==> src/rtl/svmix_pkg.sv <==
`timescale 1ns / 1ps
// Shared types and constants for the sample voice mixer.
package svmix_pkg;

    localparam int SAMPLE_W    = 16;
    localparam int ADDR_W      = 12;
    localparam int LEN_W       = 13;
    localparam int MEM_DEPTH   = 4096;
    localparam int VOICE_W     = 3;
    localparam int MASK_W      = 8;
    localparam int VOICES_DEF  = 8;

    localparam logic signed [SAMPLE_W-1:0] SAMPLE_MAX = {1'b0, {(SAMPLE_W-1){1'b1}}};
    localparam logic signed [SAMPLE_W-1:0] SAMPLE_MIN = {1'b1, {(SAMPLE_W-1){1'b0}}};

    typedef enum logic [1:0] {
        CMD_TICK  = 2'd0,
        CMD_WRITE = 2'd1,
        CMD_START = 2'd2,
        CMD_STOP  = 2'd3
    } cmd_t;

    typedef enum logic [1:0] {
        ST_IDLE,
        ST_SCAN,
        ST_DRAIN,
        ST_OUT
    } state_t;

    // Control from the sequencer to the voice slot file.
    typedef struct packed {
        logic              start_en;
        logic              stop_en;
        logic              step_en;
        logic [ADDR_W-1:0] clip_start;
        logic [LEN_W-1:0]  clip_length;
        logic              loop_enable;
    } vf_ctrl_t;

endpackage

==> src/rtl/svmix_voice_file.sv <==
`timescale 1ns / 1ps
// Voice slot registers with start, stop and per-slot advance logic.
module svmix_voice_file
    import svmix_pkg::*;
#(
    parameter int VOICES = VOICES_DEF,
    parameter int VW     = (VOICES > 1) ? $clog2(VOICES) : 1
)
(
    input  logic              clk,
    input  logic              rst_n,
    input  vf_ctrl_t          ctrl,
    input  logic [VW-1:0]     cmd_idx,
    input  logic [VW-1:0]     slot_idx,
    output logic              cur_active,
    output logic [ADDR_W-1:0] cur_addr,
    output logic [VOICES-1:0] active
);

    logic [VOICES-1:0] act_reg;
    logic [VOICES-1:0] act_next;
    logic [ADDR_W-1:0] start_reg [VOICES];
    logic [LEN_W-1:0]  len_reg   [VOICES];
    logic [LEN_W-1:0]  pos_reg   [VOICES];
    logic              loop_reg  [VOICES];

    logic [LEN_W-1:0]  cur_pos;
    logic [LEN_W:0]    pos_inc;
    logic              at_end;
    logic [ADDR_W-1:0] sum_addr;

    always_comb
    begin
        cur_pos    = pos_reg[slot_idx];
        cur_active = act_reg[slot_idx];
        pos_inc    = {1'b0, cur_pos} + (LEN_W+1)'(1);
        at_end     = pos_inc >= {1'b0, len_reg[slot_idx]};
        // Clip addresses wrap at the memory size.
        sum_addr   = start_reg[slot_idx] + cur_pos[ADDR_W-1:0];
        cur_addr   = sum_addr;
    end

    always_comb
    begin
        act_next = act_reg;
        if (ctrl.start_en)
        begin
            act_next[cmd_idx] = (ctrl.clip_length != '0);
        end
        else if (ctrl.stop_en)
        begin
            act_next[cmd_idx] = 1'b0;
        end
        else if (ctrl.step_en && cur_active && at_end && !loop_reg[slot_idx])
        begin
            act_next[slot_idx] = 1'b0;
        end
    end

    always_ff @(posedge clk or negedge rst_n)
    begin
        if (!rst_n)
        begin
            act_reg <= '0;
        end
        else
        begin
            act_reg <= act_next;
        end
    end

    always_ff @(posedge clk)
    begin
        if (ctrl.start_en)
        begin
            start_reg[cmd_idx] <= ctrl.clip_start;
            len_reg[cmd_idx]   <= ctrl.clip_length;
            pos_reg[cmd_idx]   <= '0;
            loop_reg[cmd_idx]  <= ctrl.loop_enable;
        end
        else if (ctrl.step_en && cur_active)
        begin
            pos_reg[slot_idx] <= at_end ? '0 : pos_inc[LEN_W-1:0];
        end
    end

    assign active = act_reg;

endmodule
==> config.mk <==
export PLATFORM = sky130hd
export DESIGN_NAME = svmix_voice_file
export DESIGN_NICKNAME = d
export VERILOG_FILES = /design/src/rtl/svmix_pkg.sv /design/src/rtl/svmix_voice_file.sv
export SDC_FILE = /design/constraint.sdc
export NUM_CORES = 1
export LEC_CHECK = 0
export BUFFER_PORTS_ARGS = -buffer_cell sky130_fd_sc_hd__buf_2
export CAP_MARGIN = 30
export CELL_PAD_IN_SITES_DETAIL_PLACEMENT = 1
export CELL_PAD_IN_SITES_GLOBAL_PLACEMENT = 2
export CORE_AREA = 2 2 170 214
export CTS_BUF_LIST = sky130_fd_sc_hd__clkbuf_2 sky130_fd_sc_hd__clkbuf_4 sky130_fd_sc_hd__clkbuf_8
export DETAILED_ROUTE_END_ITERATION = 12
export DIE_AREA = 0 0 172 216
export GPL_ROUTABILITY_DRIVEN = 0
export PLACE_DENSITY = 0.76
export SLEW_MARGIN = 15
export SYNTH_ARGS = -nofsm -noshare
export SYNTH_HDL_FRONTEND = slang
export SYNTH_SLANG_ARGS = --single-unit
==> constraint.sdc <==
create_clock -name clk -period 4.25 [get_ports clk]
set_input_delay 0.425 -clock clk [delete_from_list [all_inputs] [get_ports clk]]
set_output_delay 0.425 -clock clk [all_outputs]
set_load 0.05 [all_outputs]
# --- Word-level counts from Yosys, hierarchy flattened ---
# Memories as Yosys holds them, arrays and structs flattened.
# Index checks and enable logic that the tools add are counted.
# Widths: inputs -> output; s select.
classes:
  reduce_logical: 9
  magnitude_cmp: 5
  mux: 19
  bitwise_logic: 4
  addsub: 2
ops:
  columns: ["cell", "n"]
  rows:
  - ["$mux 13", 2]
  - ["$mux 8", 3]
  - ["$and 8x8->8", 2]
  - ["$not 8->8", 2]
  - ["$add 13x1->14 const B", 1]
  - ["$ge 14x13->1", 1]
  - ["$reduce_bool 13->1", 1]
  - ["$reduce_or 13->1", 1]
  - ["$add 12x12->12", 1]
  - ["$mux 1", 9]
  - ["$bwmux 8", 1]
  - ["$lt 3x4->1 const B", 2]
  - ["$demux 1 s3", 2]
  - ["$ge 3x1->1 const B", 2]
  - ["$logic_and 1x1->1", 5]
  - ["$bmux 1 s3", 1]
  - ["$mux 3", 1]
  - ["$reduce_bool 3->1", 1]
  - ["$logic_not 1->1", 1]
totals:
  regBits: 8
  inputBits: 37
  ram_bits: 312
  n_memories: 4
memory_table:
  columns: ["name", "depth", "word_bits", "read_ports", "rd_clocked_by_memory_dff", "write_ports", "line_no", "rtl"]
  rows:
  - ["len_reg", 8, 13, 1, 0, 1, "svmix_voice_file.sv:23", "logic [LEN_W-1:0] len_reg [VOICES];"]
  - ["pos_reg", 8, 13, 1, 0, 1, "svmix_voice_file.sv:24", "logic [LEN_W-1:0] pos_reg [VOICES];"]
  - ["start_reg", 8, 12, 1, 0, 1, "svmix_voice_file.sv:22", "logic [ADDR_W-1:0] start_reg [VOICES];"]
  - ["loop_reg", 8, 1, 1, 0, 1, "svmix_voice_file.sv:25", "logic loop_reg [VOICES];"]

# --- Logic depth before layout (Yosys ltp) ---
logic_depth:
  word_depth: 9
  mapped_depth: 19
  ltp_nobuf: 15

# --- Worst setup path after synthesis ---
# Ideal clock, no wire load.
synth_path:
  path_type: "input-to-output"
  start: "input port slot_idx[0]"
  end: "output port cur_addr[11]"
  cell_stages: 16
  required_time_ps: 3825
  n_path_buf: 6
  t_arrival_ps: 4261
  slack_ps: -436
  cell_sequence: "buf_4 buf_6 buf_6 buf_2 buf_1 clkbuf_1 o221a_2 inv_1 ha_1 a21o_1 a21oi_1 nor2b_1 o41ai_1 o21ai_0 o41a_1 xnor2_1"
synth_via:
  elab_chain_cells: 2
  word_cells_on_any_way: 3
  cone_classes: "add/sub: 1; memory: 2"
synth_lines:
  columns: ["item", "line_no", "rtl"]
  rows:
  - ["start, declared", "svmix_voice_file.sv:14", "input logic [VW-1:0] slot_idx,"]
  - ["$mem_v2 8x12 / $mem_v2 8x13 (equally long branches)", null, null]
  - ["$add 12x12->12 *", "svmix_voice_file.sv:39", "sum_addr = start_reg[slot_idx] + cur_pos[ADDR_W-1:0];"]
  - ["end, declared", "svmix_voice_file.sv:16", "output logic [ADDR_W-1:0] cur_addr,"]
# Mark *: on every way between the ends. The rest lies on a longest branch, timed or not.

# --- Final worst setup path ---
layout_path:
  start: "input port slot_idx[1]"
  end: "output port cur_addr[11]"
# The elaborated chain is that of the path after synthesis.

==> results.env <==
YOSYS_REGISTER_BITS=320
PLACE_HPWL_MM=24.7
AREA_DELTA_SYNTH_FINAL_PCT=19.3
CTS_TREE='yes'
DPL-INSTANCE-AREA_SQ_UM=15400
DIE_HEIGHT_UM=216
TRITONCTS_NUM_SINKS=320
WORSTREG2REGSTART='pos_reg[3][0]'
LAYOUT-DRIVE-GT1-SHARE_PCT=30.6
PERIOD_NEEDED_NS=4.11
CRITPATHMAXFANOUT=13
FINALHOLDVIOLCOUNT=0
WORST-ENDPOINT-REQUIRED_NS=3.83
LAYOUT.CELL_AREA.NON_FILLER_SQ_UM=16500
IR_WORST_VDD_uV=208
DIE_W_UM=172
FILLCELLCOUNT=3554
NUMCTSBUFFERS=50
DESIGN.FINAL.NETS=1128
PATH_CLK_SLEW_NS=0.06
ENDPOINT_KIND='output port'
CLOCK_SKEW_NS=0.0402
ARRIVAL_NS=3.68
ROUTED_WIRE_LENGTH_PER_INSTANCE_UM=23.3
HOLD_SLACK_NS=0.0997
GRT_PASS1_VIAS=9305
CRIT-REG2REG-CAPTURE='pos_reg[7][8]'
P_LEAK_nW=5.88
POWER_DENSITY_NORMALIZED_TO_CELL_AREA_nW_PER_UM2=443
HTREE_NUM_LEVELS=2
VIAS=8654
NETLIST_AREA_SQ_UM=13900
CATEGORY_OF_THE_CRITICAL_SETUP_TIMING_PATH='primary input to output port'
SYNTH.DISTINCT_CELLS=73
WORST_SLEW_MARGIN_REL_PCT=45.8
SYNTHMOSTINSTANTIATEDCELL='sky130_fd_sc_hd__edfxtp_1'
ANTENNA_FOUND_INITIAL=0
WORST_SETUP_PATH_START_KIND='primary input'
WORST_HOLD_ENDPOINT='loop_reg[1]'
REGTOREGSETUPSLACK_NS=0.31
FP-ROW-COUNT=77
TIGHTESTPINTRANSITION_NS=0.811
CELLS_TAKING_THE_MOST_AREA_AFTER_SYNTHESIS='sky130_fd_sc_hd__edfxtp_1, sky130_fd_sc_hd__mux2i_1, sky130_fd_sc_hd__mux2_2'
SYNTHESIZED_AREA_PER_CELL_SQ_UM=15.5
GRT_SETUP_UNREPAIRED='true'
PIN_COUNT_OF_THE_BIGGEST_NET_ENTERING_GLOBAL_ROUTING=32
COUNT_OF_FLIP_FLOPS_WITH_A_BUILT_IN_ENABLE_AFTER_SYNTHESIS=312
FP.DIEAREA_SQ_UM=37200
CORE_SQ_UM=35100
WORSTHOLDSTART='ctrl[0]'
POST-SYNTH-TOP-AREA-FRACTION_PCT=67.6
HOLDPATHSTAGES=1
ROUTE.ANTENNA.REMAINING_NETS=0
VIASPERCELL=5.49
MAX-CLOCK-PATH-BUFFERS=3
DOMINANTREGCELLSYNTH='sky130_fd_sc_hd__edfxtp_1'
FIN_TNS_SETUP_NS=0
ANTENNA_CELLS=0
FINALMAXSLEWVIOLATIONS=0
MAX_FREQ_MHz=243
DETAIL_ROUTE.WIRELENGTH_MM=36.8
CLOCKROOTBUFFER='sky130_fd_sc_hd__clkbuf_8'
COUNT_OF_FINAL_SETUP_VIOLATORS=0
ASYNC_FLOP_SHARE_PCT=2.50
TOP_LEVEL_PORTS=58
TIMING.HOLD.WORST.CLASS='primary input to register'
POST-ROUTE-PERIOD-UTIL_PCT=96.7
SYNTHESIS.INSTANCES=895
INITIAL_CORE_UTIL_PCT=39.5
SYNTH_AREA_LEADER_CELL='sky130_fd_sc_hd__edfxtp_1'
PORT_BUFFERS=57
R2R.WORST_PATH.CELLS=18
CLOCK_LATENCY_NS=0.61
PROPORTION_OF_SYNTHESIZED_CHIP_AREA_IN_SEQUENTIAL_CELLS_PCT=69.1
FINALNONFILLERCELLS=1577
DRV_CAP=0
SYNTH.YOSYS.WARNINGS=0
DETAIL_ROUTE.DRC_VIOLATIONS=0
ITERATION_0_DRC_COUNT_OF_THE_DETAILED_ROUTER=531
PLACE_INST=1481
FIRSTDRTPASSITERS=5
GRT-OVFL-TOTAL=0
RUN_STATUS='completed'
GROUTE.USAGE.OVERALL_PCT=20.4
SYNTH_NETS=958
WIRE_LENGTH_OF_THE_FIRST_GLOBAL_ROUTING_PASS_MM=56.5
POST_SYNTH_MOST_FREQUENT_CELLS='sky130_fd_sc_hd__edfxtp_1, sky130_fd_sc_hd__nor2_1, sky130_fd_sc_hd__mux2i_1'
==> critical path: stages <==
cell and delay [ns]:
sky130_fd_sc_hd__buf_4 0.17, sky130_fd_sc_hd__buf_4 0.25, sky130_fd_sc_hd__buf_4 0.27, sky130_fd_sc_hd__mux2i_1 0.21, sky130_fd_sc_hd__nor2_1 0.05, sky130_fd_sc_hd__a21oi_1 0.17
sky130_fd_sc_hd__o221ai_1 0.27, sky130_fd_sc_hd__ha_1 0.42, sky130_fd_sc_hd__nor2b_2 0.20, sky130_fd_sc_hd__o41ai_2 0.20, sky130_fd_sc_hd__buf_4 0.16, sky130_fd_sc_hd__o21ai_2 0.06
sky130_fd_sc_hd__o41a_1 0.41, sky130_fd_sc_hd__xnor2_2 0.22, sky130_fd_sc_hd__buf_6 0.19
==> stage by stage <==
| stage | util [%] | setup WS, ns | power [W] |
|---|---|---|---|
| floorplan | - | -0.0221 | 0.00441 |
| global placement | 43.7 | -0.0565 | 0.00482 |
| detailed placement | 43.9 | -0.130 | 0.00484 |
| CTS | 46.9 | 0.00735 | 0.00737 |
| global route | 47.1 | -0.0136 | 0.00759 |
| finish | 47.1 | 0.142 | 0.00732 |
==> cells in the final DEF (no fill, tap or decap), types with 8 or more instances in the layout <==
cell / n
sky130_fd_sc_hd__a21oi_1: 38
sky130_fd_sc_hd__a221oi_1: 25
sky130_fd_sc_hd__a221oi_2: 9
sky130_fd_sc_hd__a22oi_1: 22
sky130_fd_sc_hd__and4_1: 9
sky130_fd_sc_hd__buf_2: 51
sky130_fd_sc_hd__buf_4: 107
sky130_fd_sc_hd__clkbuf_4: 17
sky130_fd_sc_hd__clkbuf_8: 51
sky130_fd_sc_hd__clkinv_1: 14
sky130_fd_sc_hd__dfrtp_1: 8
sky130_fd_sc_hd__edfxtp_1: 312
sky130_fd_sc_hd__ha_1: 24
sky130_fd_sc_hd__inv_1: 23
sky130_fd_sc_hd__mux2_2: 41
sky130_fd_sc_hd__mux2i_1: 50
sky130_fd_sc_hd__nand2_1: 36
sky130_fd_sc_hd__nand3_1: 8
sky130_fd_sc_hd__nor2_1: 48
sky130_fd_sc_hd__o21ai_0: 9
sky130_fd_sc_hd__o221ai_1: 9
sky130_fd_sc_hd__o22ai_1: 13
sky130_fd_sc_hd__xnor2_1: 14
==> logic make-up after synthesis <==
kind of cell / after synthesis / synth area share [%]
xor+xnor: 18 / 1.14
buf+inv: 75 / 2.71
flops: 320 / 69.1
fa+ha+maj: 26 / 2.40
compound gates: 200 / 10.7
mux: 103 / 8.41
simple gates: 153 / 5.56
==> per-layer routing <==
layer | vias to the layer above | part of all wire [%] | track usage (%)
met5 | - | 0 | 0
met2 | 208 | 53 | 36.6
met1 | 4444 | 40 | 24.8
li1 | 3924 | - | -
met4 | 0 | 2.9 | 7.65
met3 | 78 | 4.1 | 2.66
==> power by group <==
group | total (W) | internal, W | switching (W)
Sequential | 0.00363 | 0.00358 | 0.0000420
Clock | 0.00250 | 0.00132 | 0.00118
Combinational | 0.00119 | 0.000428 | 0.000762
Total | 0.00732 | 0.00533 | 0.00199
==> area by class of cell <==
class                   count  area (sq um)  area share, %
flip-flops and latches    320          9570           57.9
well taps                 474           593           3.59
inverters                  26          97.6          0.591
clock inverters            23           133          0.803
multi-input cells         500          4080           24.7
clock buffers              67           822           4.98
repair buffers            167          1220           7.40
==> repair_timing <==
action / 4_1_cts / 5_1_grt
pin swaps: 5 / 12
hold buffers: 1 / 0
setup endpoints to repair: 4 / 5
hold endpoints to repair: 8 / 0
resized for setup: 16 / 12
setup buffers: 3 / 3
==> how the worst max path moves through the flow <==
stage / startpoint / endpoint / slack (ns) / depth (start not counted)
after CTS: pos_reg[7][3] / cur_addr[11] / 0.007 / 12
after floorplan: slot_idx[0] / cur_addr[11] / -0.02 / 16
after global routing: pos_reg[3][0] / cur_addr[10] / -0.01 / 14
after global placement: slot_idx[2] / pos_reg[6][8] / -0.06 / 18
after detailed placement: slot_idx[2] / cur_addr[10] / -0.13 / 14
final: slot_idx[1] / cur_addr[11] / 0.14 / 15
Power figures use the tool's default switching activity.
