## config.mk

```make
export PLATFORM = sky130hd
export DESIGN_NAME = svmix_sat_acc
export DESIGN_NICKNAME = d
export VERILOG_FILES = /design/src/rtl/svmix_pkg.sv /design/src/rtl/svmix_sat_acc.sv
export SDC_FILE = /design/constraint.sdc
export NUM_CORES = 1
export LEC_CHECK = 0
export BUFFER_PORTS_ARGS = -buffer_cell sky130_fd_sc_hd__buf_2
export CORE_UTILIZATION = 26
export DETAILED_ROUTE_END_ITERATION = 10
export HOLD_SLACK_MARGIN = 0.1
export PLACE_DENSITY = 0.47
export SYNTH_ARGS = -nofsm -noshare
export SYNTH_HDL_FRONTEND = slang
export SYNTH_SLANG_ARGS = --single-unit
```

## constraint.sdc

```tcl
create_clock -name clk -period 6.4 [get_ports clk]
set_input_delay 0 -clock clk [delete_from_list [all_inputs] [get_ports clk]]
set_output_delay 0 -clock clk [all_outputs]
set_load 0.005 [all_outputs]
```

## src/rtl/svmix_pkg.sv

```systemverilog
`timescale 1ns / 1ps
// Shared types and constants for the sample voice mixer.
package svmix_pkg;

    localparam int SAMPLE_W    = 16;
    localparam int ADDR_W      = 12;
    localparam int LEN_W       = 13;
    localparam int MEM_DEPTH   = 4096;
    localparam int VOICE_W     = 3;
    localparam int MASK_W      = 8;
    localparam int VOICES_DEF  = 8;

    localparam logic signed [SAMPLE_W-1:0] SAMPLE_MAX = {1'b0, {(SAMPLE_W-1){1'b1}}};
    localparam logic signed [SAMPLE_W-1:0] SAMPLE_MIN = {1'b1, {(SAMPLE_W-1){1'b0}}};

    typedef enum logic [1:0] {
        CMD_TICK  = 2'd0,
        CMD_WRITE = 2'd1,
        CMD_START = 2'd2,
        CMD_STOP  = 2'd3
    } cmd_t;

    typedef enum logic [1:0] {
        ST_IDLE,
        ST_SCAN,
        ST_DRAIN,
        ST_OUT
    } state_t;

    // Control from the sequencer to the voice slot file.
    typedef struct packed {
        logic              start_en;
        logic              stop_en;
        logic              step_en;
        logic [ADDR_W-1:0] clip_start;
        logic [LEN_W-1:0]  clip_length;
        logic              loop_enable;
    } vf_ctrl_t;

endpackage

```

## src/rtl/svmix_sat_acc.sv

```systemverilog
`timescale 1ns / 1ps
// Shared saturating accumulator that sums one sample word per beat.
module svmix_sat_acc
    import svmix_pkg::*;
(
    input  logic                       clk,
    input  logic                       rst_n,
    input  logic                       clr,
    input  logic                       add_en,
    input  logic signed [SAMPLE_W-1:0] add_data,
    output logic signed [SAMPLE_W-1:0] sum
);

    logic signed [SAMPLE_W-1:0] sum_reg;
    logic signed [SAMPLE_W-1:0] sum_next;
    logic signed [SAMPLE_W:0]   wide_sum;

    always_comb
    begin
        wide_sum = {sum_reg[SAMPLE_W-1], sum_reg} + {add_data[SAMPLE_W-1], add_data};
        sum_next = sum_reg;
        if (clr)
        begin
            sum_next = '0;
        end
        else if (add_en)
        begin
            // The two top bits differ only when the sum left the word range.
            if (wide_sum[SAMPLE_W] != wide_sum[SAMPLE_W-1])
            begin
                sum_next = wide_sum[SAMPLE_W] ? SAMPLE_MIN : SAMPLE_MAX;
            end
            else
            begin
                sum_next = wide_sum[SAMPLE_W-1:0];
            end
        end
    end

    always_ff @(posedge clk or negedge rst_n)
    begin
        if (!rst_n)
        begin
            sum_reg <= '0;
        end
        else
        begin
            sum_reg <= sum_next;
        end
    end

    assign sum = sum_reg;

endmodule

```

======== Yosys cells after proc, flatten, opt, wreduce, memory -nomap -nowiden ========
Cells that the tools add are included.
operators by class
  muxes and demuxes ....................... 4
  add/subtract/negate cells ............... 1
  reduce and logical (&&, ||, !) cells .... 1
  equal/unequal tests ..................... 1
operators with widths
  kind                     number
  two-way mux 16 bit       4
  adder 16 x 16 -> 17 bit  1
  nonzero test 2 bit       1
  != test 1 bit            1
storage, ports and cells
  word-level logic and storage cells ...... 8
  input bits .............................. 20
  flip-flop bits (word level) ............. 16
  output and inout bits ................... 16

======== Longest topological paths before layout ========
Gate-level depths: netlist (run 1).
  depth in word-level cells ............... 5
  mapped depth ............................ 9
  gate-level depth less buffers ........... 8

======== Worst setup path after synthesis (run 1) ========
No wires, ideal clock.
  path type ............................... reg2reg
  start point ............................. register sum_reg[8] (netlist: sum[8])
  end point ............................... register sum_reg[11] (netlist: sum[11])
  path slack .............................. 3.880 ns
  data required time ...................... 6.267 ns
  library setup time ...................... 0.133 ns
  period minus slack after synthesis ...... 2.520 ns
  path buffers ............................ 1
  arrival ................................. 2.387 ns
  cell stages (with the launch flop) ...... 9
  path through ............................ dfrtp_1 ha_1 a21o_1 a31o_1 a311o_1 or3_4 a31oi_4 buf_6 o22ai_1
between the ends
  longest elaborated chain between the ends .. 5
  elaborated cells on any way between the ends .. 6
  those cells by class .................... 1 x add/sub; 1 x eq/ne; 4 x mux
RTL lines
  what                                                        line                                      RTL
  from (decl)                                                 svmix_sat_acc.sv:14                       logic signed [SAMPLE_W-1:0] sum_reg;
  from (signal assigned)                                      svmix_sat_acc.sv:48                       sum_reg <= sum_next;
  adder 16 x 16 -> 17 bit *                                   svmix_sat_acc.sv:20                       wide_sum = {sum_reg[SAMPLE_W-1], sum_reg} + {add_data[SAMPLE_W-1], add_data};
  two-way mux 16 bit / != test 1 bit (equally long branches)  svmix_sat_acc.sv:31, svmix_sat_acc.sv:29
  two-way mux 16 bit *                                        svmix_sat_acc.sv:29                       if (wide_sum[SAMPLE_W] != wide_sum[SAMPLE_W-1])
  two-way mux 16 bit *                                        svmix_sat_acc.sv:26                       else if (add_en)
  two-way mux 16 bit *                                        svmix_sat_acc.sv:22                       if (clr)
Mark *: on every way between the ends. The rest lies on a longest branch, timed or not. The select of a mux whose other input is x is not followed.
A chain may end at the register's enable or synchronous reset.

======== Final worst setup path (run 1) ========
  start point ............................. register sum_reg[8] (netlist: sum[8])
  end point ............................... register sum_reg[14] (netlist: sum[14])
Same word-level chain as after synthesis.

==> flow_summary.ini, run 1 <==
[run_status]
status = completed

[timing]
clock.fmax_mhz = 356
relSlewSlack = 0.555
setup_slack_ps = 3590
min_period_over_period = 0.439
setup_tns_ps = 0
min_period_ps = 2810
rsz0062_at_grt = no
worst_slew_pin_slew_ps = 650
final_hold_viol_count = 0
skew_ps = 0.973
setup_viol = 0
slew_viol_final = 0

[place]
dp_hpwl_mm = 3.20
dp_slack_ps = 3560
gp_congestion = 0.756
dpl-instance-area_um2 = 1810
port_buffers = 35

[cts]
cts_setup_buffers = 0
insertion_delay_ps = 250
htreeDepth = 1
clockBufferDepth = 2
cts_tree = done
clk_pin_slew_ps = 70
root_buffer = clkbuf_8
numClockSinks = 16
post_cts_resized = 0
numCtsBuffers = 3

[logic_synthesis]
syn_inst = 177
async_reset_ff_frac = 1.00
synth-seq-cells = 16
synthTopCellsByCount = dfrtp_1 (16), ha_1 (16), a21oi_1 (15), nor2_1 (15), o21bai_1 (10)
yosys.cell_types.count = 46
netlist_area_um2 = 1570
ys.flop_type = dfrtp_1
synth_nets = 214
ys_seq_area_frac = 0.255
synthTopCellsByArea = dfrtp_1 (26%), ha_1 (13%), a21oi_1 (4.8%)
synth_area_per_cell_um2 = 8.86
yosys_warnings = 0
synth_edf_count = 0
synth_top_cell_area_share = 0.255
yosys.area.top_type = dfrtp_1

[global_routing]
grt_use_total = 0.139
grt_pass1_vias = 1384
grt_overflow_total = 0
grt_max_degree = 20
antenna_found_initial = 0
grt_pass1_wl_mm = 6.83

[drt]
drt_iter0_drc = 35
wl_per_cell_um = 14.7
via_count = 1477
ant_nets = 0
drc = 0
routed_wl_mm = 4.17
first_pass_iters = 4
detail_route.vias_per_cell = 5.20

[die]
rows = 27
die_area_um2 = 6350
fp.dieH_um = 79.7
start_util = 0.276
die_x_um = 79.7
core-area_um2 = 5680
top_level_ports = 36

[cells_and_area]
drive_above_1_share = 0.217
final_cell_area_um2 = 1870
antenna_cells = 0
largest_reg_flops = 16
nNetsFinal = 250
syn_to_final_growth_pct = 19.4
final_util = 0.330

[worst_setup_path]
worstSetupPathType = flop to flop
cp-start-kind = flop
arrival_ps = 2930
worstRegToRegCells = 7
endpoint_kind = flop
worstPathRequired_ps = 6520
critPathMaxFanout = 13

[min_path]
hold-path-cell-count = 2
min_path_type = primary input to flop

[pwr]
seqPwrFrac = 0.216
vdd_ir_drop_max_uv = 168
internal_power_uw = 421
switching_share = 0.467
p_clk_frac = 0.120
p_leak_nw = 0.857
p_sw_uw = 369
p_comb_frac = 0.664
power_density_nw_per_um2 = 421

[job]
cap_viol_max_count = 0
-- power groups by stage --
stage          logic [mW]  clock network, mW  registers, mW
6_report            0.524             0.0945          0.170
5_1_grt             0.586              0.106          0.177
4_1_cts             0.529             0.0993          0.171
3_5_place_dp        0.524                  0          0.173
3_3_place_gp        0.533                  0          0.170
2_1_floorplan       0.393                  0          0.172
-- through the flow --
stage,power (mW),std cells,hold slack (ps)
2_1_floorplan,0.565,177,-296
3_3_place_gp,0.703,279,-41.0
3_5_place_dp,0.697,279,-44.5
4_1_cts,0.799,284,156
5_1_grt,0.869,284,165
6_report,0.789,284,163
-- kinds of logic after synthesis --
group                      Yosys count  share of synthesized area
buffers and inverters                8                     0.0239
AOI/OAI and AO/OA                   78                      0.360
DFF                                 16                      0.255
adders and majority gates           17                      0.140
muxes                                1                    0.00638
xor gates and xnor gates            10                     0.0558
and+or+nand+nor                     47                      0.158
-- cell type report --
cell class	instances	area (um^2)
sequential	16	400
clock buffer	4	55.1
fill	622	3800
multi-input combinational	153	1130
inverter	3	11.3
tap	72	90.1
timing repair buffer	36	185
-- path summary, 6_finish.rpt --
path / start / to / slack [ps]
min: clr / sum[9]$_DFFE_PN0P_ / 160
max in group asynchronous: rst_n / sum[2]$_DFFE_PN0P_ / 5920
max reg2reg: sum[8]$_DFFE_PN0P_ / sum[14]$_DFFE_PN0P_ / 3590
max: sum[8]$_DFFE_PN0P_ / sum[14]$_DFFE_PN0P_ / 3590
min reg2reg: sum[10]$_DFFE_PN0P_ / sum[10]$_DFFE_PN0P_ / 570
min in group asynchronous: rst_n / sum[11]$_DFFE_PN0P_ / 200
-- routing by layer --
layer  vias up  track usage  part of all wire
met5         -            0                 0
met4         0       0.0164            0.0024
met3         2       0.0331             0.047
met2        30        0.218              0.43
met1       689        0.197              0.52
li1        756            -                 -
-- cells in the final DEF, fill, tap and decap left out, types with 2 or more instances in the layout --
cell type / n
a211oi_1: 8
a311oi_1: 3
xor2_1: 4
dfrtp_1: 16
o21bai_1: 10
o22ai_1: 8
ha_1: 16
buf_2: 35
clkbuf_8: 4
o31ai_1: 2
nor2_1: 15
nand2b_1: 6
and2_1: 3
xnor2_1: 6
a2111oi_0: 2
o21ai_0: 4
and3_1: 2
a21o_1: 5
o32ai_1: 2
nand2_1: 9
a21oi_1: 15
inv_1: 3
o211ai_1: 8
a21boi_0: 3
-- critical path: stages (launching register included) --
cell and delay (ps):
dfrtp_1 410, ha_1 340, a21o_1 220, a31o_1 250, a311o_1 410, or3_4 430
a31oi_4 450, o32ai_1 170
-- repair_timing --
item	in CTS	in global routing
endpoints found under the hold margin	16	0
hold buffers	1	0
endpoints found under the setup margin	0	0
Note: power is estimated with default switching activity, not from simulation.
==> run 2: changes to the inputs <==
Settings changed: ABC_AREA set to 1.
Clock period 6.4 ns to 2.7 ns, I/O delays scaled along.
==> run 2 against run 1 <==
Hold slack hardly changed. Critical path depth is 6 higher. Highest routed layer unchanged. Combinational power grew to 2.8 times the previous value. Cell count is 32% higher. Worst setup slack worse by 3200 ps. Non-clock buffer count is 2 higher. Via count is 13% higher. Global-route usage is 0.66 points lower. Maximum frequency is 19% higher. Final area is 8.6% higher. Sequential share of layout area is 1.7 points lower. Flip-flop and latch count stayed put.
==> flow_summary.ini, run 2 <==
[worst_setup_path]
critPathMostFrequentCell = nand2_1
path_buf_inv = 0
crit_chain = ha_1, fa_1, nand2_1, nand2_1, nand3_1, nand2_2, nand2_2, nand2_1, nand2_1, nand2_2, a21oi_4, nand2_1, nand2_1
r2r_end = sum[8]$_DFFE_PN0P_
endpoint_kind = flop
cpPeakStageDelay_ps = 420
slowest_stage = a21oi_4
timing.rr.start = sum[0]$_DFFE_PN0P_
cp_top_family = simple AND/OR/NAND/NOR gates
worstPathRequired_ps = 2900
arrival_ps = 2560
cp-start-kind = flop
rrSetupSlack_ps = 340
worstSetupPathType = flop to flop
worstRegToRegCells = 13
critPathMaxFanout = 15

[drt]
wl_per_cell_um = 11.7
first_pass_iters = 4
routed_wl_mm = 4.40
ant_nets = 0
wl_met1_mm = 2.18
dr_wl_met3_um = 127
wl_met2_mm = 2.09
highest-signal-layer = met4
drt_iter0_drc = 102
detail_route.vias_per_cell = 4.44
via_count = 1670
drc = 0

[cts]
post_cts_resized = 0
hold_buffers = 2
root_buffer = clkbuf_8
clockBufferDepth = 2
cts_setup_buffers = 0
numCtsBuffers = 3
htreeDepth = 1
numClockSinks = 16
cts_tree = done
clk_pin_slew_ps = 70
insertion_delay_ps = 260

[cells_and_area]
antenna_cells = 0
nNetsFinal = 337
mostFrequentLayoutCell = nand2_1
largest_reg_flops = 16
drive_above_1_share = 0.224
finalNonFillerCells = 376
mostFrequentLayoutCells = nand2_1 (111), buf_2 (35), inv_1 (25), nand3_1 (24)
syn_to_final_growth_pct = 18.4

[min_path]
hold-path-cell-count = 6
holdPathEnd = sum[0]$_DFFE_PN0P_
holdCritStartpoint = add_data[0]
min_path_type = primary input to flop

[place]
port_buffers = 35
dp_hpwl_mm = 3.40
gp_congestion = 0.799
dp.cells = 370

[timing]
setup_viol = 0
slew_viol_final = 0
final_hold_viol_count = 0
skew_ps = 3.43
relSlewSlack = 0.682
min_period_ps = 2360
worst_slew_pin_slew_ps = 476
rsz0062_at_grt = no
setup_tns_ps = 0
min_period_over_period = 0.873
clock.fmax_mhz = 424

[global_routing]
grt_overflow_total = 0
grt_max_degree = 18
antenna_found_initial = 0
grt_pass1_vias = 1623
grt_use_total = 0.132
grt_pass1_wl_mm = 7.53

[logic_synthesis]
async_reset_ff_frac = 1.00
synthTopCellsByCount = nand2_1 (111), inv_1 (25), nand3_1 (24)
yosys.area.top_type = nand2_1
ys.flop_type = dfrtp_1
synth_edf_count = 0
synthTopCellsByArea = nand2_1 (24%), dfrtp_1 (23%), ha_1 (12%)
synth_nets = 298
yosys.cell_types.count = 26
netlist_area_um2 = 1720
syn_inst = 261
synth_top_cell_area_share = 0.243
yosys_warnings = 0
ys_seq_area_frac = 0.233
synth_area_per_cell_um2 = 6.58
synth_most_common_cell = nand2_1
synth-seq-cells = 16

[die]
core-area_um2 = 6350
rows = 29
die_x_um = 83.3
fp.dieH_um = 83.3
die_area_um2 = 6930
top_level_ports = 36
start_util = 0.270

[pwr]
p_leak_nw = 1.19
vdd_ir_drop_max_uv = 306
power_density_nw_per_um2 = 1050
finalPower_mw = 2.14

[run_status]
status = completed

[job]
cap_viol_max_count = 0
run 2: cell type report:
| type | instances | area (um^2) |
|---|---|---|
| fillers | 719 | 4320 |
| multi-input cells | 212 | 1170 |
| flip-flops and latches | 16 | 400 |
| repair buffers | 38 | 203 |
| inverters | 29 | 109 |
| well taps | 77 | 96.3 |
| clock buffers | 4 | 55.1 |
run 2: metal layers:
layer | vias up | track usage
met5 | - | 0
met4 | 0 | 0.0141
met3 | 2 | 0.0268
met2 | 22 | 0.228
met1 | 748 | 0.176
li1 | 898 | -
run 2: kinds of logic after synthesis:
logic type / after synthesis / share of synthesized area
adders and majority gates: 17 / 0.128
DFF: 16 / 0.233
AOI/OAI and AO/OA: 14 / 0.0612
buffers and inverters: 33 / 0.0853
and+or+nand+nor: 171 / 0.441
xor gates and xnor gates: 10 / 0.0510
run 2: power by group:
| group | internal (mW) | total (mW) | switching (mW) |
|---|---|---|---|
| combinational | 0.584 | 1.49 | 0.911 |
| clock | 0.130 | 0.231 | 0.102 |
| sequential | 0.338 | 0.413 | 0.0750 |
run 2: worst max path at each step:
stage / startpoint / cells after the start / slack, ps / to
final: sum[0]$_DFFE_PN0P_ / 13 / 340 / sum[8]$_DFFE_PN0P_
after global routing: sum[0]$_DFFE_PN0P_ / 13 / 110 / sum[8]$_DFFE_PN0P_
after CTS: sum[0]$_DFFE_PN0P_ / 13 / 340 / sum[8]$_DFFE_PN0P_
after detailed placement: sum[0]$_DFFE_PN0P_ / 13 / 360 / sum[8]$_DFFE_PN0P_
after global placement: sum[0]$_DFFE_PN0P_ / 13 / 390 / sum[8]$_DFFE_PN0P_
after floorplan: sum[0]$_DFFE_PN0P_ / 14 / 660 / sum[0]$_DFFE_PN0P_
run 2: per-stage QoR:
step / area, um^2 / util / hold slack (ps) / worst slack (ps)
after floorplan: 1720 / - / -296 / 660
after global placement: 1960 / 0.308 / -42.6 / 395
after detailed placement: 1960 / 0.308 / -44.8 / 360
after CTS: 2030 / 0.320 / 160 / 336
after global routing: 2030 / 0.320 / 186 / 112
final: 2030 / 0.320 / 163 / 343
run 2: worst register-to-register path, delay by kind of cell (launching register included):
| family | cells | cell delay, ps |
|---|---|---|
| AOI/OAI and AO/OA | 1 | 420 |
| adders and majority gates | 2 | 620 |
| and+or+nand+nor | 10 | 860 |
| DFF | 1 | 390 |
==> run 3: changes to the inputs <==
Settings changed: CELL_PAD_IN_SITES_DETAIL_PLACEMENT set to 1, CELL_PAD_IN_SITES_GLOBAL_PLACEMENT set to 1, PLACE_DENSITY 0.47 to 0.61.
Clock period 2.7 ns to 2.8 ns, I/O delays scaled along.
==> run 3 against run 2 <==
Count of clock-buffer cells in the layout did not move. Via count rose by 5.0%. Critical path type unchanged. Highest routed layer unchanged. Sequential power fell by 3%.
==> flow_summary.ini, run 3 (synthesized netlist as in run 2, its figures left out) <==
[cts]
htreeDepth = 1
numCtsBuffers = 3
cts_tree = done
root_buffer = clkbuf_8
insertion_delay_ps = 260
clockBufferDepth = 2
clk_pin_slew_ps = 80
numClockSinks = 16
cts_setup_buffers = 0

[cells_and_area]
final.fill_count = 831
largest_reg_flops = 16
mostFrequentLayoutCell = nand2_1
mostFrequentLayoutCells = nand2_1 (111), buf_2 (35), inv_1 (25), nand3_1 (24)
drive_above_1_share = 0.224
register_area_um2 = 400
multi_input_area_um2 = 1170
nNetsFinal = 337
syn_to_final_growth_pct = 18.4
antenna_cells = 0
final_util = 0.320

[pwr]
power_density_nw_per_um2 = 1030
p_clk_frac = 0.108
seqPwrFrac = 0.191
p_sw_mw = 1.08
p_comb_frac = 0.701
vdd_ir_drop_max_uv = 285
internal_power_mw = 1.01
switching_share = 0.516
p_leak_nw = 1.19

[place]
dp_hpwl_mm = 3.86
port_buffers = 35
gp_congestion = 0.787

[die]
core-area_um2 = 6350
die_x_um = 83.3
fp.dieH_um = 83.3
die_area_um2 = 6930
rows = 29
start_util = 0.270
top_level_ports = 36

[drt]
wl_met2_mm = 2.41
wl_met1_mm = 2.39
via_count = 1753
detail_route.vias_per_cell = 4.66
wl_per_cell_um = 13.2
dr_wl_met3_um = 116
highest-signal-layer = met4
drt_iter0_drc = 54
first_pass_iters = 4
routed_wl_mm = 4.96
drc = 0
ant_nets = 0

[worst_setup_path]
critPathMaxFanout = 15
arrival_ps = 2580
endpoint_kind = flop
worstPathRequired_ps = 3000
worstSetupPathType = flop to flop
cp-start-kind = flop

[global_routing]
grt_pass1_wl_mm = 8.80
antenna_found_initial = 0
grt_max_degree = 18
grt_pass1_vias = 1913
grt_use_total = 0.156
grt_overflow_total = 0

[timing]
min_period_ps = 2380
setup_tns_ps = 0
holdWs_ps = 187
min_period_over_period = 0.849
relSlewSlack = 0.688
final_hold_viol_count = 0
worst_slew_pin_slew_ps = 466
clock.fmax_mhz = 421
rsz0062_at_grt = no
skew_ps = 9.51
slew_viol_final = 0
setup_viol = 0

[run_status]
status = completed

[job]
cap_viol_max_count = 0

[min_path]
min_path_type = primary input to flop
==> run 3: power groups by stage <==
stage / Combinational [mW] / Clock, mW / Sequential, mW
floorplan: 1.14 / 0 / 0.406
global placement: 1.46 / 0 / 0.404
detailed placement: 1.48 / 0 / 0.408
CTS: 1.50 / 0.237 / 0.405
global route: 1.69 / 0.244 / 0.417
finish: 1.47 / 0.227 / 0.401
==> run 3: layout make-up <==
cell class | instances | share of cell area
flip-flops and latches | 16 | 0.197
well taps | 77 | 0.0474
multi-input cells | 212 | 0.575
clock buffers | 4 | 0.0271
inverters | 29 | 0.0535
repair buffers | 38 | 0.0997
==> run 3: repair_timing <==
| action | 4_1_cts | 5_1_grt |
|---|---|---|
| hold endpoints to repair | 17 | 0 |
| hold buffers | 2 | 0 |
| resized for setup | 0 | 0 |
==> run 3: through the flow <==
stage / power, mW / instances / setup WS (ps) / instance area [um^2]
finish: 2.10 / 376 / 423 / 2030
global route: 2.36 / 376 / 145 / 2030
CTS: 2.14 / 376 / 383 / 2030
detailed placement: 1.89 / 370 / 413 / 1960
global placement: 1.86 / 370 / 488 / 1960
floorplan: 1.55 / 261 / 760 / 1720
==> run 3: worst paths after layout <==
check                                   start             endpoint  slack, ps  depth (start not counted)
setup / recovery           sum[0]$_DFFE_PN0P_  sum[11]$_DFFE_PN0P_        420                         13
hold / removal                         add_en   sum[5]$_DFFE_PN0P_        190                          5
setup reg to reg           sum[0]$_DFFE_PN0P_  sum[11]$_DFFE_PN0P_        420                         13
hold reg to reg            sum[5]$_DFFE_PN0P_   sum[5]$_DFFE_PN0P_        510                          2
max in group asynchronous               rst_n  sum[13]$_DFFE_PN0P_       2290                          2
min in group asynchronous               rst_n   sum[3]$_DFFE_PN0P_        200                          2
==> run 3: critical path, stage by stage (launching register included) <==
cell,delay (ps)
dfrtp_1,390
ha_1,210
fa_1,400
nand2_1,70
nand2_1,80
nand3_1,120
nand2_2,100
nand2_2,90
nand2_1,70
nand2_1,70
nand2_2,90
a21oi_4,410
nand2_1,120
nand2_1,70
==> run 3: metal layers <==
layer,vias up,GRT usage
li1,895,-
met1,825,0.195
met2,27,0.285
met3,6,0.0149
met4,0,0.0408
met5,-,0
